## config.mk

```make
export PLATFORM = sky130hd
export DESIGN_NAME = rect_collider_table
export DESIGN_NICKNAME = d
export VERILOG_FILES = /design/src/hw/rtl/rct_pkg.sv /design/src/hw/rtl/rect_collider_table.sv /design/src/hw/rtl/rct_datapath.sv /design/src/hw/rtl/rct_ctrl.sv
export VERILOG_INCLUDE_DIRS = /design/src /design/src/hw/rtl
export SDC_FILE = /design/constraint.sdc
export NUM_CORES = 2
export LEC_CHECK = 0
export BUFFER_PORTS_ARGS = -buffer_cell sky130_fd_sc_hd__buf_4
export CAP_MARGIN = 15
export CELL_PAD_IN_SITES_DETAIL_PLACEMENT = 1
export CELL_PAD_IN_SITES_GLOBAL_PLACEMENT = 2
export CORE_MARGIN = 4
export CORE_UTILIZATION = 40
export CTS_BUF_LIST = sky130_fd_sc_hd__clkbuf_2 sky130_fd_sc_hd__clkbuf_4 sky130_fd_sc_hd__clkbuf_8
export CTS_CLUSTER_SIZE = 10
export DETAILED_ROUTE_END_ITERATION = 10
export PLACE_DENSITY = 0.66
export SETUP_SLACK_MARGIN = 0.4
export SLEW_MARGIN = 5
export SYNTH_ARGS = -nofsm -noshare
export SYNTH_HDL_FRONTEND = slang
export SYNTH_SLANG_ARGS = --single-unit
```

## constraint.sdc

```tcl
create_clock -name clk_i -period 20.1 [get_ports clk_i]
set_input_delay 2.01 -clock clk_i [delete_from_list [all_inputs] [get_ports clk_i]]
set_output_delay 2.01 -clock clk_i [all_outputs]
set_load 0.005 [all_outputs]
```

## src/hw/rtl/rect_collider_table_assert.svh

```systemverilog
// Assertion macros for the rectangle collider table.
`ifndef RECT_COLLIDER_TABLE_ASSERT_SVH
`define RECT_COLLIDER_TABLE_ASSERT_SVH
`ifndef SYNTH
// Check a property at every clock edge outside reset.
`define RCT_ASSERT(label, clk, rst_n, prop) \
  label: assert property (@(posedge clk) disable iff (!rst_n) (prop)) \
    else $error("rct: assertion failed");
// Check that a condition implies a consequence in the same cycle.
`define RCT_ASSERT_IMP(label, clk, rst_n, ante, cons) \
  label: assert property (@(posedge clk) disable iff (!rst_n) (ante) |-> (cons)) \
    else $error("rct: implication failed");
// Check that a condition implies a consequence in the next cycle.
`define RCT_ASSERT_NEXT(label, clk, rst_n, ante, cons) \
  label: assert property (@(posedge clk) disable iff (!rst_n) (ante) |=> (cons)) \
    else $error("rct: next-cycle implication failed");
`else
`define RCT_ASSERT(label, clk, rst_n, prop)
`define RCT_ASSERT_IMP(label, clk, rst_n, ante, cons)
`define RCT_ASSERT_NEXT(label, clk, rst_n, ante, cons)
`endif
`endif

```

## src/hw/rtl/rct_pkg.sv

```systemverilog
// Shared types, codes and constants of the rectangle collider table.
`timescale 1ns / 1ps
package rct_pkg;

  localparam int unsigned MaxEntriesDef = 64;
  localparam int unsigned IdW    = 8;
  localparam int unsigned CoordW = 12;
  localparam int unsigned SizeW  = 11;
  localparam int unsigned ActW   = 2;
  localparam int unsigned StatW  = 2;

  typedef enum logic [ActW-1:0] {
    ActAdd    = 2'd0,
    ActRemove = 2'd1,
    ActQuery  = 2'd2,
    ActMove   = 2'd3
  } action_e;

  typedef enum logic [StatW-1:0] {
    StatDone     = 2'd0,
    StatNotFound = 2'd1,
    StatFull     = 2'd2
  } status_e;

  // One stored rectangle: id, left, top, width, height.
  typedef struct packed {
    logic [IdW-1:0]    id;
    logic [CoordW-1:0] x;
    logic [CoordW-1:0] y;
    logic [SizeW-1:0]  w;
    logic [SizeW-1:0]  h;
  } entry_t;

  // Commands from the controller to the datapath.
  typedef struct packed {
    logic start;
    logic do_add;
    logic scan_step;
    logic rd_last;
    logic wr_last;
    logic wr_move;
    logic load_out;
  } cmd_t;

  // Status from the datapath to the controller.
  typedef struct packed {
    action_e action;
    logic    found;
    logic    scan_done;
  } sts_t;

endpackage

```

## src/hw/rtl/rect_collider_table.sv

```systemverilog
// Top level of the rectangle collider table.
`timescale 1ns / 1ps
// Table of up to MaxEntries boxes tagged with 8-bit ids; starts empty,
// no clearing pass. Each request gives one response. Remove, move and query
// scan the table through the single read port of the entry memory, one entry
// per cycle; a remove then copies the last entry into the matched slot, and a
// move rewrites the matched slot. A new request is taken while the last
// response still waits; the response stage then holds until the output
// register is free.
module rect_collider_table #(
  parameter int unsigned MaxEntries = rct_pkg::MaxEntriesDef
) (
  input  logic                              clk_i,
  input  logic                              rst_ni,
  input  logic                              in_valid_i,
  output logic                              in_ready_o,
  input  logic [rct_pkg::ActW-1:0]          action_i,
  input  logic [rct_pkg::IdW-1:0]           object_id_i,
  input  logic signed [rct_pkg::CoordW-1:0] pos_x_i,
  input  logic signed [rct_pkg::CoordW-1:0] pos_y_i,
  input  logic [rct_pkg::SizeW-1:0]         box_width_i,
  input  logic [rct_pkg::SizeW-1:0]         box_height_i,
  output logic                              out_valid_o,
  input  logic                              out_ready_i,
  output logic [rct_pkg::StatW-1:0]         status_o,
  output logic                              hit_o,
  output logic [rct_pkg::IdW-1:0]           hit_id_o
);

  rct_pkg::cmd_t cmd;
  rct_pkg::sts_t sts;

  rct_ctrl u_ctrl (
    .clk_i      (clk_i),
    .rst_ni     (rst_ni),
    .in_valid_i (in_valid_i),
    .in_ready_o (in_ready_o),
    .action_i   (action_i),
    .out_valid_o(out_valid_o),
    .out_ready_i(out_ready_i),
    .sts_i      (sts),
    .cmd_o      (cmd)
  );

  rct_datapath #(
    .MaxEntries(MaxEntries)
  ) u_datapath (
    .clk_i       (clk_i),
    .rst_ni      (rst_ni),
    .cmd_i       (cmd),
    .sts_o       (sts),
    .action_i    (action_i),
    .object_id_i (object_id_i),
    .pos_x_i     (pos_x_i),
    .pos_y_i     (pos_y_i),
    .box_width_i (box_width_i),
    .box_height_i(box_height_i),
    .status_o    (status_o),
    .hit_o       (hit_o),
    .hit_id_o    (hit_id_o)
  );

endmodule

```

## src/hw/rtl/rct_datapath.sv

```systemverilog
// Datapath of the rectangle collider table: entry memory, count, scan and result.
`timescale 1ns / 1ps
`include "rect_collider_table_assert.svh"
module rct_datapath #(
  parameter int unsigned MaxEntries = rct_pkg::MaxEntriesDef
) (
  input  logic                              clk_i,
  input  logic                              rst_ni,
  input  rct_pkg::cmd_t                     cmd_i,
  output rct_pkg::sts_t                     sts_o,
  input  logic [rct_pkg::ActW-1:0]          action_i,
  input  logic [rct_pkg::IdW-1:0]           object_id_i,
  input  logic signed [rct_pkg::CoordW-1:0] pos_x_i,
  input  logic signed [rct_pkg::CoordW-1:0] pos_y_i,
  input  logic [rct_pkg::SizeW-1:0]         box_width_i,
  input  logic [rct_pkg::SizeW-1:0]         box_height_i,
  output logic [rct_pkg::StatW-1:0]         status_o,
  output logic                              hit_o,
  output logic [rct_pkg::IdW-1:0]           hit_id_o
);

  localparam int unsigned IdxW = $clog2(MaxEntries);
  localparam int unsigned CntW = $clog2(MaxEntries + 1);
  localparam logic [CntW-1:0] CntMax = CntW'(MaxEntries);
  localparam int unsigned SumW = rct_pkg::CoordW + 2;

  // Strict overlap of two boxes in exact signed arithmetic.
  function automatic logic overlap(rct_pkg::entry_t a, rct_pkg::entry_t b);
    logic signed [SumW-1:0] ax, ay, bx, by, ax2, ay2, bx2, by2;
    ax  = {{2{a.x[rct_pkg::CoordW-1]}}, a.x};
    ay  = {{2{a.y[rct_pkg::CoordW-1]}}, a.y};
    bx  = {{2{b.x[rct_pkg::CoordW-1]}}, b.x};
    by  = {{2{b.y[rct_pkg::CoordW-1]}}, b.y};
    ax2 = ax + {3'b000, a.w};
    ay2 = ay + {3'b000, a.h};
    bx2 = bx + {3'b000, b.w};
    by2 = by + {3'b000, b.h};
    return (ax < bx2) && (ax2 > bx) && (ay < by2) && (ay2 > by);
  endfunction

  rct_pkg::entry_t  mem_q [MaxEntries];
  rct_pkg::entry_t  req_q, rd_q, wd;
  rct_pkg::action_e act_q;
  rct_pkg::status_e res_status_q, out_status_q;
  logic             res_hit_q, out_hit_q;
  logic [rct_pkg::IdW-1:0] res_hit_id_q, out_hit_id_q;
  logic [CntW-1:0]  count_q, scan_q, last_cnt;
  logic             pend_q;
  logic [IdxW-1:0]  pend_idx_q, slot_q, rd_addr, wa;
  logic             full, scan_more, id_match, found, scan_done, we;

  assign full      = (count_q == CntMax);
  assign last_cnt  = count_q - CntW'(1);
  assign scan_more = (scan_q < count_q);
  assign rd_addr   = cmd_i.rd_last ? last_cnt[IdxW-1:0] : scan_q[IdxW-1:0];
  assign id_match  = (rd_q.id == req_q.id);
  assign found     = pend_q && ((act_q == rct_pkg::ActQuery) ?
                                (!id_match && overlap(req_q, rd_q)) : id_match);
  assign scan_done = !pend_q && !scan_more;

  assign sts_o.action    = act_q;
  assign sts_o.found     = found;
  assign sts_o.scan_done = scan_done;

  // Select the memory write: append, copy of the last entry, or moved box.
  always_comb begin
    we = 1'b0;
    wa = slot_q;
    wd = req_q;
    priority if (cmd_i.do_add && !full) begin
      we = 1'b1;
      wa = count_q[IdxW-1:0];
    end else if (cmd_i.wr_last) begin
      we = 1'b1;
      wd = rd_q;
    end else if (cmd_i.wr_move) begin
      we = 1'b1;
    end else begin
      we = 1'b0;
    end
  end

  // Entry memory: one write port, one registered read port.
  always_ff @(posedge clk_i) begin
    if (we) begin
      mem_q[wa] <= wd;
    end
    rd_q <= mem_q[rd_addr];
  end

  // Track the fill count and advance the scan pointer.
  always_ff @(posedge clk_i or negedge rst_ni) begin
    if (!rst_ni) begin
      count_q <= '0;
      scan_q  <= '0;
      pend_q  <= 1'b0;
    end else begin
      if (cmd_i.start) begin
        scan_q <= '0;
        pend_q <= 1'b0;
      end else if (cmd_i.scan_step) begin
        pend_q <= scan_more;
        if (scan_more) begin
          scan_q <= scan_q + CntW'(1);
        end
      end
      if (cmd_i.do_add && !full) begin
        count_q <= count_q + CntW'(1);
      end else if (cmd_i.wr_last) begin
        count_q <= last_cnt;
      end
    end
  end

  // Hold the request, build the result and load the output register.
  always_ff @(posedge clk_i) begin
    if (cmd_i.start) begin
      req_q        <= {object_id_i, pos_x_i, pos_y_i, box_width_i, box_height_i};
      act_q        <= rct_pkg::action_e'(action_i);
      res_status_q <= rct_pkg::StatDone;
      res_hit_q    <= 1'b0;
      res_hit_id_q <= '0;
    end
    if (cmd_i.do_add && full) begin
      res_status_q <= rct_pkg::StatFull;
    end
    if (cmd_i.scan_step) begin
      pend_idx_q <= scan_q[IdxW-1:0];
      if (found) begin
        slot_q <= pend_idx_q;
        if (act_q == rct_pkg::ActQuery) begin
          res_hit_q    <= 1'b1;
          res_hit_id_q <= rd_q.id;
        end
      end else if (scan_done && act_q != rct_pkg::ActQuery) begin
        res_status_q <= rct_pkg::StatNotFound;
      end
    end
    if (cmd_i.load_out) begin
      out_status_q <= res_status_q;
      out_hit_q    <= res_hit_q;
      out_hit_id_q <= res_hit_id_q;
    end
  end

  assign status_o = out_status_q;
  assign hit_o    = out_hit_q;
  assign hit_id_o = out_hit_id_q;

  `RCT_ASSERT(a_count_bound, clk_i, rst_ni, count_q <= CntMax)
  `RCT_ASSERT_NEXT(a_full_holds, clk_i, rst_ni, cmd_i.do_add && full, count_q == CntMax)
  `RCT_ASSERT_NEXT(a_remove_shrinks, clk_i, rst_ni, cmd_i.wr_last, count_q == $past(last_cnt))
  `RCT_ASSERT_IMP(a_found_nonempty, clk_i, rst_ni, cmd_i.scan_step && found, count_q != '0)

endmodule

```

## src/hw/rtl/rct_ctrl.sv

```systemverilog
// Controller of the rectangle collider table: sequences add, scan, copy, move and response.
`timescale 1ns / 1ps
module rct_ctrl (
  input  logic                     clk_i,
  input  logic                     rst_ni,
  input  logic                     in_valid_i,
  output logic                     in_ready_o,
  input  logic [rct_pkg::ActW-1:0] action_i,
  output logic                     out_valid_o,
  input  logic                     out_ready_i,
  input  rct_pkg::sts_t            sts_i,
  output rct_pkg::cmd_t            cmd_o
);

  typedef enum logic [6:0] {
    StIdle   = 7'b0000001,
    StAdd    = 7'b0000010,
    StScan   = 7'b0000100,
    StLastRd = 7'b0001000,
    StLastWr = 7'b0010000,
    StMoveWr = 7'b0100000,
    StResp   = 7'b1000000
  } state_e;

  state_e state_q, state_d;
  logic   out_valid_q, out_valid_d;

  assign in_ready_o  = (state_q == StIdle);
  assign out_valid_o = out_valid_q;

  // Next state and commands.
  always_comb begin
    state_d     = state_q;
    cmd_o       = '0;
    out_valid_d = out_valid_q && !out_ready_i;
    unique case (state_q)
      StIdle: begin
        if (in_valid_i) begin
          cmd_o.start = 1'b1;
          state_d = (rct_pkg::action_e'(action_i) == rct_pkg::ActAdd) ? StAdd : StScan;
        end
      end
      StAdd: begin
        cmd_o.do_add = 1'b1;
        state_d = StResp;
      end
      StScan: begin
        cmd_o.scan_step = 1'b1;
        if (sts_i.found) begin
          unique case (sts_i.action)
            rct_pkg::ActRemove: state_d = StLastRd;
            rct_pkg::ActMove:   state_d = StMoveWr;
            default:            state_d = StResp;
          endcase
        end else if (sts_i.scan_done) begin
          state_d = StResp;
        end
      end
      StLastRd: begin
        cmd_o.rd_last = 1'b1;
        state_d = StLastWr;
      end
      StLastWr: begin
        cmd_o.wr_last = 1'b1;
        state_d = StResp;
      end
      StMoveWr: begin
        cmd_o.wr_move = 1'b1;
        state_d = StResp;
      end
      StResp: begin
        // Hand over once the output register is free.
        if (!out_valid_q || out_ready_i) begin
          cmd_o.load_out = 1'b1;
          out_valid_d = 1'b1;
          state_d = StIdle;
        end
      end
      default: state_d = StIdle;
    endcase
  end

  always_ff @(posedge clk_i or negedge rst_ni) begin
    if (!rst_ni) begin
      state_q     <= StIdle;
      out_valid_q <= 1'b0;
    end else begin
      state_q     <= state_d;
      out_valid_q <= out_valid_d;
    end
  end

endmodule
```

After elaboration in Yosys (flattened, before gate mapping)
Memories as Yosys holds them, arrays and structs flattened. A register that Yosys moved wholly into a read port is not among the register bits. Index checks and enable logic that the tools add are counted.

Add/sub/neg operators: 7. $lt $le $gt $ge: 5. Reduce and logical (&&, ||, !) cells: 25. Eq/ne operators: 16. Multiplexer cells: 48.

Operators with widths (number): $mux 54 (2); $mux 7 (9); $add 12x12->13 (4); $pmux 7 s5 (1); $mux 8 (4); $gt 13x12->1 (2); $lt 12x13->1 (2); $mux 1 (23); $add 7x1->7 const B (2); $eq 7x7->1 const B (2); $pmux 7 s2 (1); $mux 6 (2); $logic_and 1x1->1 (10); $mux 2 (5); $eq 8x8->1 (1); $eq 7x1->1 const B (1); $eq 7x2->1 const B (1); $eq 7x3->1 const B (1); $eq 7x4->1 const B (1); $eq 7x5->1 const B (1); $eq 7x6->1 const B (1); $lt 7x7->1 (1); $sub 7x1->7 const B (1); $logic_not 1->1 (6); other kinds (12) (17).

Logic and storage cells: 121. Flip-flop bits (word level): 113. Bits in writable memories: 3456. Bits of input ports: 60. Output and inout port bits: 13. Memories kept: 1.

Memory list: u_datapath.mem_q (words 64, bits a word 54, read ports 1, clocked after memory_dff 1, wr ports 1, line rct_datapath.sv:41) `rct_pkg::entry_t mem_q [MaxEntries];`.

Depth between registers and ports, before layout
Word-level depth: 10. Gate-level depth with buffers: 21. Depth with buffers taken out: 20.

Modules after synthesis
A second synthesis with hierarchy kept.

Cell total of the unflattened synthesis: 8003. Area, all modules: 142117.6 um^2.

Modules (own cells, without submodules): rct_datapath (seq. area each 107828.4 um^2, times used 1, cells each 7944, area an instance 141608.3 um^2); rct_ctrl (seq. area each 201.4 um^2, times used 1, cells each 59, area an instance 509.2 um^2).

Least setup slack after synthesis
No wires, ideal clock.

Path type: reg2reg. From: register u_datapath.count_q[0]. To: memory u_datapath.mem_q[34][0] (netlist name) (enable). Required time: 19.501 ns. Arrival: 7.523 ns. Path buffers: 4. Library setup time: 0.599 ns. Cell stages (with the launch flop): 12. Clock period less this slack: 8.122 ns. Path slack: 11.978 ns. Path through: dfrtp_1 -> clkbuf_1 -> clkinv_1 -> ha_1 -> nor2b_1 -> nand4_1 -> and2_1 -> clkbuf_1 -> nor2_1 -> clkbuf_1 -> buf_1 -> nor4_1.

Longest elaborated chain between the ends: 6. Elaborated cells between the ends (all ways): 7. Classes of those cells: 1 x eq/ne; 4 x mux; 2 x reduce/logical.

Ends and longest elaborated chain: start: declaration (line rct_datapath.sv:47) `logic [CntW-1:0] count_q, scan_q, last_cnt;`; start signal: assignment (line rct_datapath.sv:108) `count_q <= count_q + CntW'(1);`; start signal: assignment (line rct_datapath.sv:110) `count_q <= last_cnt;`; $eq 7x7->1 (line rct_datapath.sv:52) `assign full = (count_q == CntMax);`; $logic_not 1->1 (line rct_datapath.sv:70) `priority if (cmd_i.do_add && !full) begin`; $logic_and 1x1->1 (line rct_datapath.sv:70); $mux 1 (line rct_datapath.sv:70); $mux 1 (line rct_datapath.sv:85) `if (we) begin`; $mux 1 (not written as such) (line rct_datapath.sv:86) `mem_q[wa] <= wd;`; end: declaration (line rct_datapath.sv:41).

Parallel ways exist; a longest one is shown, timed or not.

Worst setup path in the final report
From: register u_datapath.count_q[0]. To: register u_datapath.rd_q[19] (netlist name).

Longest elaborated chain between the ends: 2.

Ends and longest elaborated chain: $sub 7x1->7 (line rct_datapath.sv:53) `assign last_cnt = count_q - CntW'(1);`; $mux 6 (line rct_datapath.sv:55) `assign rd_addr = cmd_i.rd_last ? last_cnt[IdxW-1:0] : scan_q[IdxW-1:0];`.

Every way passes these cells. A chain may end at the register's enable or synchronous reset.

==> out/qor.csv <==
metric;value;unit
Fin. Hold Viols;0;
Hold-fix buffers, CTS;0;
HPWL Detailed;271100;um
synthesized area;142400;um2
clk_lat worst skew;1.22;ns
Final Util;45.68;%
initial antenna violation count;36;
drt initial violations;10663;
routed length on met2;228400;um
Layout area overhead;13.43;%
R2R depth;13;
RD Place Congestion;0.8154;
Setup WS post-layout;13.40;ns
Hold Slack;0.4240;ns
status;complete, no violations;
cts bufs inserted;618;
# IOs;73;
FF-to-FF End;u_datapath.rd_q[19]$_DFF_P_;
Post-Place Setup Slack;13.56;ns
vias after detailed routing;90699;
Mapped Avg Cell Area;14.75;um2
ys async rst share;0.6348;%
combinational cell fraction of total power;14.1;%
Net Sw Frac;28.21;%
#FFs+latches synth;3623;
Setup violations, final;0;
Routed WL per cell;32.63;um
Clock Path Buffers;4;
max-slew violation count;0;
drt drc;0;
I/O Buffers;72;
worst clock skew;0.07096;ns
hold_sp;u_datapath.pend_idx_q[5]$_DFFE_PP_;
max_slew headroom;9.692;%
worst-path fanout max;118;
Internal Power;13.14;mW
Core ar.;353500;um2
vias in the first global route;90425;
clock sinks;3623;
worst r2r src;u_datapath.count_q[0]$_DFFE_PN0P_;
top sig layer;met5;
CTS H-tree depth;6;
Sw Pwr;5.162;mW
worst min path class;register to register;
EDFF count, synth;3535;
Tcrit/Tclk final;33.33;%
leakage power total;54.29;nW
drt via density;5.933;
met3 wire len;36300;um
Worst R2R Setup Slack;13.40;ns
worst endpoint required time;21.12;ns
Setup crit end kind;register;
nets@finish;10213;
Ys Warns;0;
Cells after Synth;9649;
post-layout min period;6.699;ns
RSZ-0062 raised after global routing;no;
Setup Crit Path Kind;register to register;
CTS tree;built;
Total Power;18.30;mW
Slew @ Worst Pin;1.348;ns
total negative slack;0;ns
Max VDD drop;0.07671;mV
initial core utilization;40.27;%
first-pass iteration count of the detailed router;6;
# Post-CTS Setup Buffers;0;
post-synth net total;9816;
power per cell area;113.3;nW/um2
Die Ht;604.6;um
# rows;218;
Critical Path Source Type;register;
worst min-delay path endpoint;u_datapath.slot_q[5]$_DFFE_PP_;
# fillers;35116;
sequential share of the synthesized area;75.88;%
Die X;604.6;um
grt ovf;0;
M1 WL;221500;um
fmax;149.3;MHz
DRT Wirelength;498800;um
CTS resizes;0;
max_cap viols;0;
ANT nets after route;0;
most used flip-flop cell after synthesis;edfxtp_1;
Seq pwr share;49.3;%
Netlist cell types;75;
Clock Power Share;36.6;%
CP Data Arrival Time;7.72;ns
die footprint;365500;um2
Root Driver;clkbuf_8;
gr usage total;26.60;%
global-route wire length before repair;697100;um
hold path depth;0;
Worst-path clk slew;0.06;ns
fraction of layout cells with a size suffix above 1;14.40;%
largest net degree at the start of global routing;155;
## worst max-delay path: stages (launching register included)
cell,delay (ns)
dfrtp_1,0.55
clkinv_1,0.33
ha_1,0.59
o21ai_4,0.21
buf_4,0.63
buf_12,0.56
buf_4,0.71
buf_4,0.78
buf_4,0.73
mux2i_1,0.28
a32oi_1,0.08
nand4_1,0.14
and4_1,0.49
nand4_1,0.14
## placed cells by master (no fill, tap or decap), types with 9 or more instances in the layout
cell type	instances
clkinv_2	36
a22oi_1	14
o21ai_4	33
nand2_2	15
nand3_1	613
edfxtp_1	3535
ha_1	103
o21bai_1	9
nor2_4	56
inv_6	18
clkinvlp_4	10
diode_2	16
xnor2_1	35
a32oi_1	554
nor2_1	56
a21oi_1	65
a31oi_1	79
and4_1	48
nand2_1	2458
a21o_1	26
o21ai_0	38
nand4_1	356
clkinv_1	113
nand3b_1	9
and3_1	73
dfxtp_1	65
xor2_1	22
nor3_2	12
buf_4	341
inv_1	68
nor3_1	19
nor2b_1	10
buf_12	16
clkbuf_8	659
dfrtp_1	22
mux2i_1	561
clkbuf_4	254
## kinds of logic after synthesis
group / share of synthesized area (%)
XOR/XNOR: 0.3507
adder cells (fa/ha/maj): 0.9615
multiplexers: 4.070
AO/OA/AOI/OAI: 4.791
AND/OR/NAND/NOR: 11.59
flip-flops: 75.88
buffers and inverters: 2.355
## Yosys cell counts, drive strengths merged (5+ instances only)
| library cell | number | area, um2 |
|---|---|---|
| a21o | 27 | 202.7 |
| a21oi | 67 | 350.3 |
| a22oi | 14 | 105.1 |
| a31oi | 80 | 500.5 |
| a32oi | 554 | 4852 |
| and3 | 74 | 462.9 |
| and4 | 48 | 420.4 |
| buf | 354 | 2235 |
| clkbuf | 227 | 852.1 |
| dfrtp | 22 | 550.5 |
| dfxtp | 65 | 1301 |
| edfxtp | 3535 | 106200 |
| ha | 103 | 1289 |
| inv | 70 | 262.8 |
| mux2i | 562 | 5625 |
| mux4 | 6 | 146.4 |
| nand2 | 2477 | 9300 |
| nand2b | 8 | 50.05 |
| nand3 | 614 | 3073 |
| nand3b | 9 | 67.56 |
| nand4 | 356 | 2227 |
| nor2 | 113 | 431.7 |
| nor2b | 10 | 62.56 |
| nor3 | 31 | 160.1 |
| nor4 | 13 | 81.33 |
| o21a | 5 | 37.54 |
| o21ai | 71 | 359.1 |
| o21bai | 9 | 67.56 |
| o31ai | 12 | 113.9 |
| or2 | 7 | 46.30 |
| xnor2 | 35 | 306.5 |
| xor2 | 22 | 192.7 |
## per-layer routing
| metal | GRT usage (%) | vias to the layer above |
|---|---|---|
| li1 | - | 37688 |
| met1 | 39.20 | 48447 |
| met2 | 41.58 | 3799 |
| met3 | 3.889 | 761 |
| met4 | 6.641 | 4 |
| met5 | 0 | - |
## area by class of cell
type	instances	area, um2	area share (%)
flip-flops and latches	3623	108000	66.90
multi-input cells	5374	32030	19.84
clock buffers	913	10980	6.797
well taps	4730	5918	3.665
inverters	71	266.5	0.1650
diodes	16	40.04	0.02479
clock inverters	202	1330	0.8236
repair buffers	358	2892	1.791
## registers in the layout, summed over array words and instances, names as in the netlist
name                     count
u_datapath.scan_q            7
u_datapath.res_hit_q         1
u_ctrl.state_q               7
u_datapath.count_q           7
u_ctrl.out_valid_o           1
u_datapath.pend_q            1
u_datapath.act_q             2
u_datapath.res_hit_id_q      8
u_datapath.slot_q            6
u_datapath.hit_id_o          8
u_datapath.mem_q          3456
u_datapath.hit_o             1
u_datapath.status_o          2
u_datapath.rd_q             54
u_datapath.req_q            54
u_datapath.pend_idx_q        6
u_datapath.res_status_q      2
## through the flow
stage / instances / instance area [um2]
2_1_floorplan: 9649 / 142400
3_3_place_gp: 14152 / 149100
3_5_place_dp: 14155 / 149100
4_1_cts: 15270 / 161400
5_1_grt: 15276 / 161500
6_report: 15287 / 161500
## power by group through the flow
stage	logic (mW)	registers, mW	clock network [mW]
after floorplan	1.60	9.08	0
after global placement	2.49	9.17	0
after detailed placement	2.58	9.16	0
after CTS	2.59	9.01	6.83
after global routing	2.83	9.01	7.20
final	2.58	9.02	6.70
## how the worst max path moves through the flow
stage                                      start                                end  cells after the start
6_report       u_datapath.count_q[0]$_DFFE_PN0P_        u_datapath.rd_q[19]$_DFF_P_                     13
5_1_grt        u_datapath.count_q[0]$_DFFE_PN0P_        u_datapath.rd_q[19]$_DFF_P_                     13
4_1_cts        u_datapath.count_q[0]$_DFFE_PN0P_        u_datapath.rd_q[19]$_DFF_P_                     13
2_1_floorplan  u_datapath.count_q[0]$_DFFE_PN0P_  u_datapath.mem_q[34][0]$_DFFE_PP_                     11
3_3_place_gp   u_datapath.count_q[0]$_DFFE_PN0P_        u_datapath.rd_q[16]$_DFF_P_                     12
3_5_place_dp   u_datapath.count_q[0]$_DFFE_PN0P_        u_datapath.rd_q[19]$_DFF_P_                     13
Power figures use the tool's default switching activity.
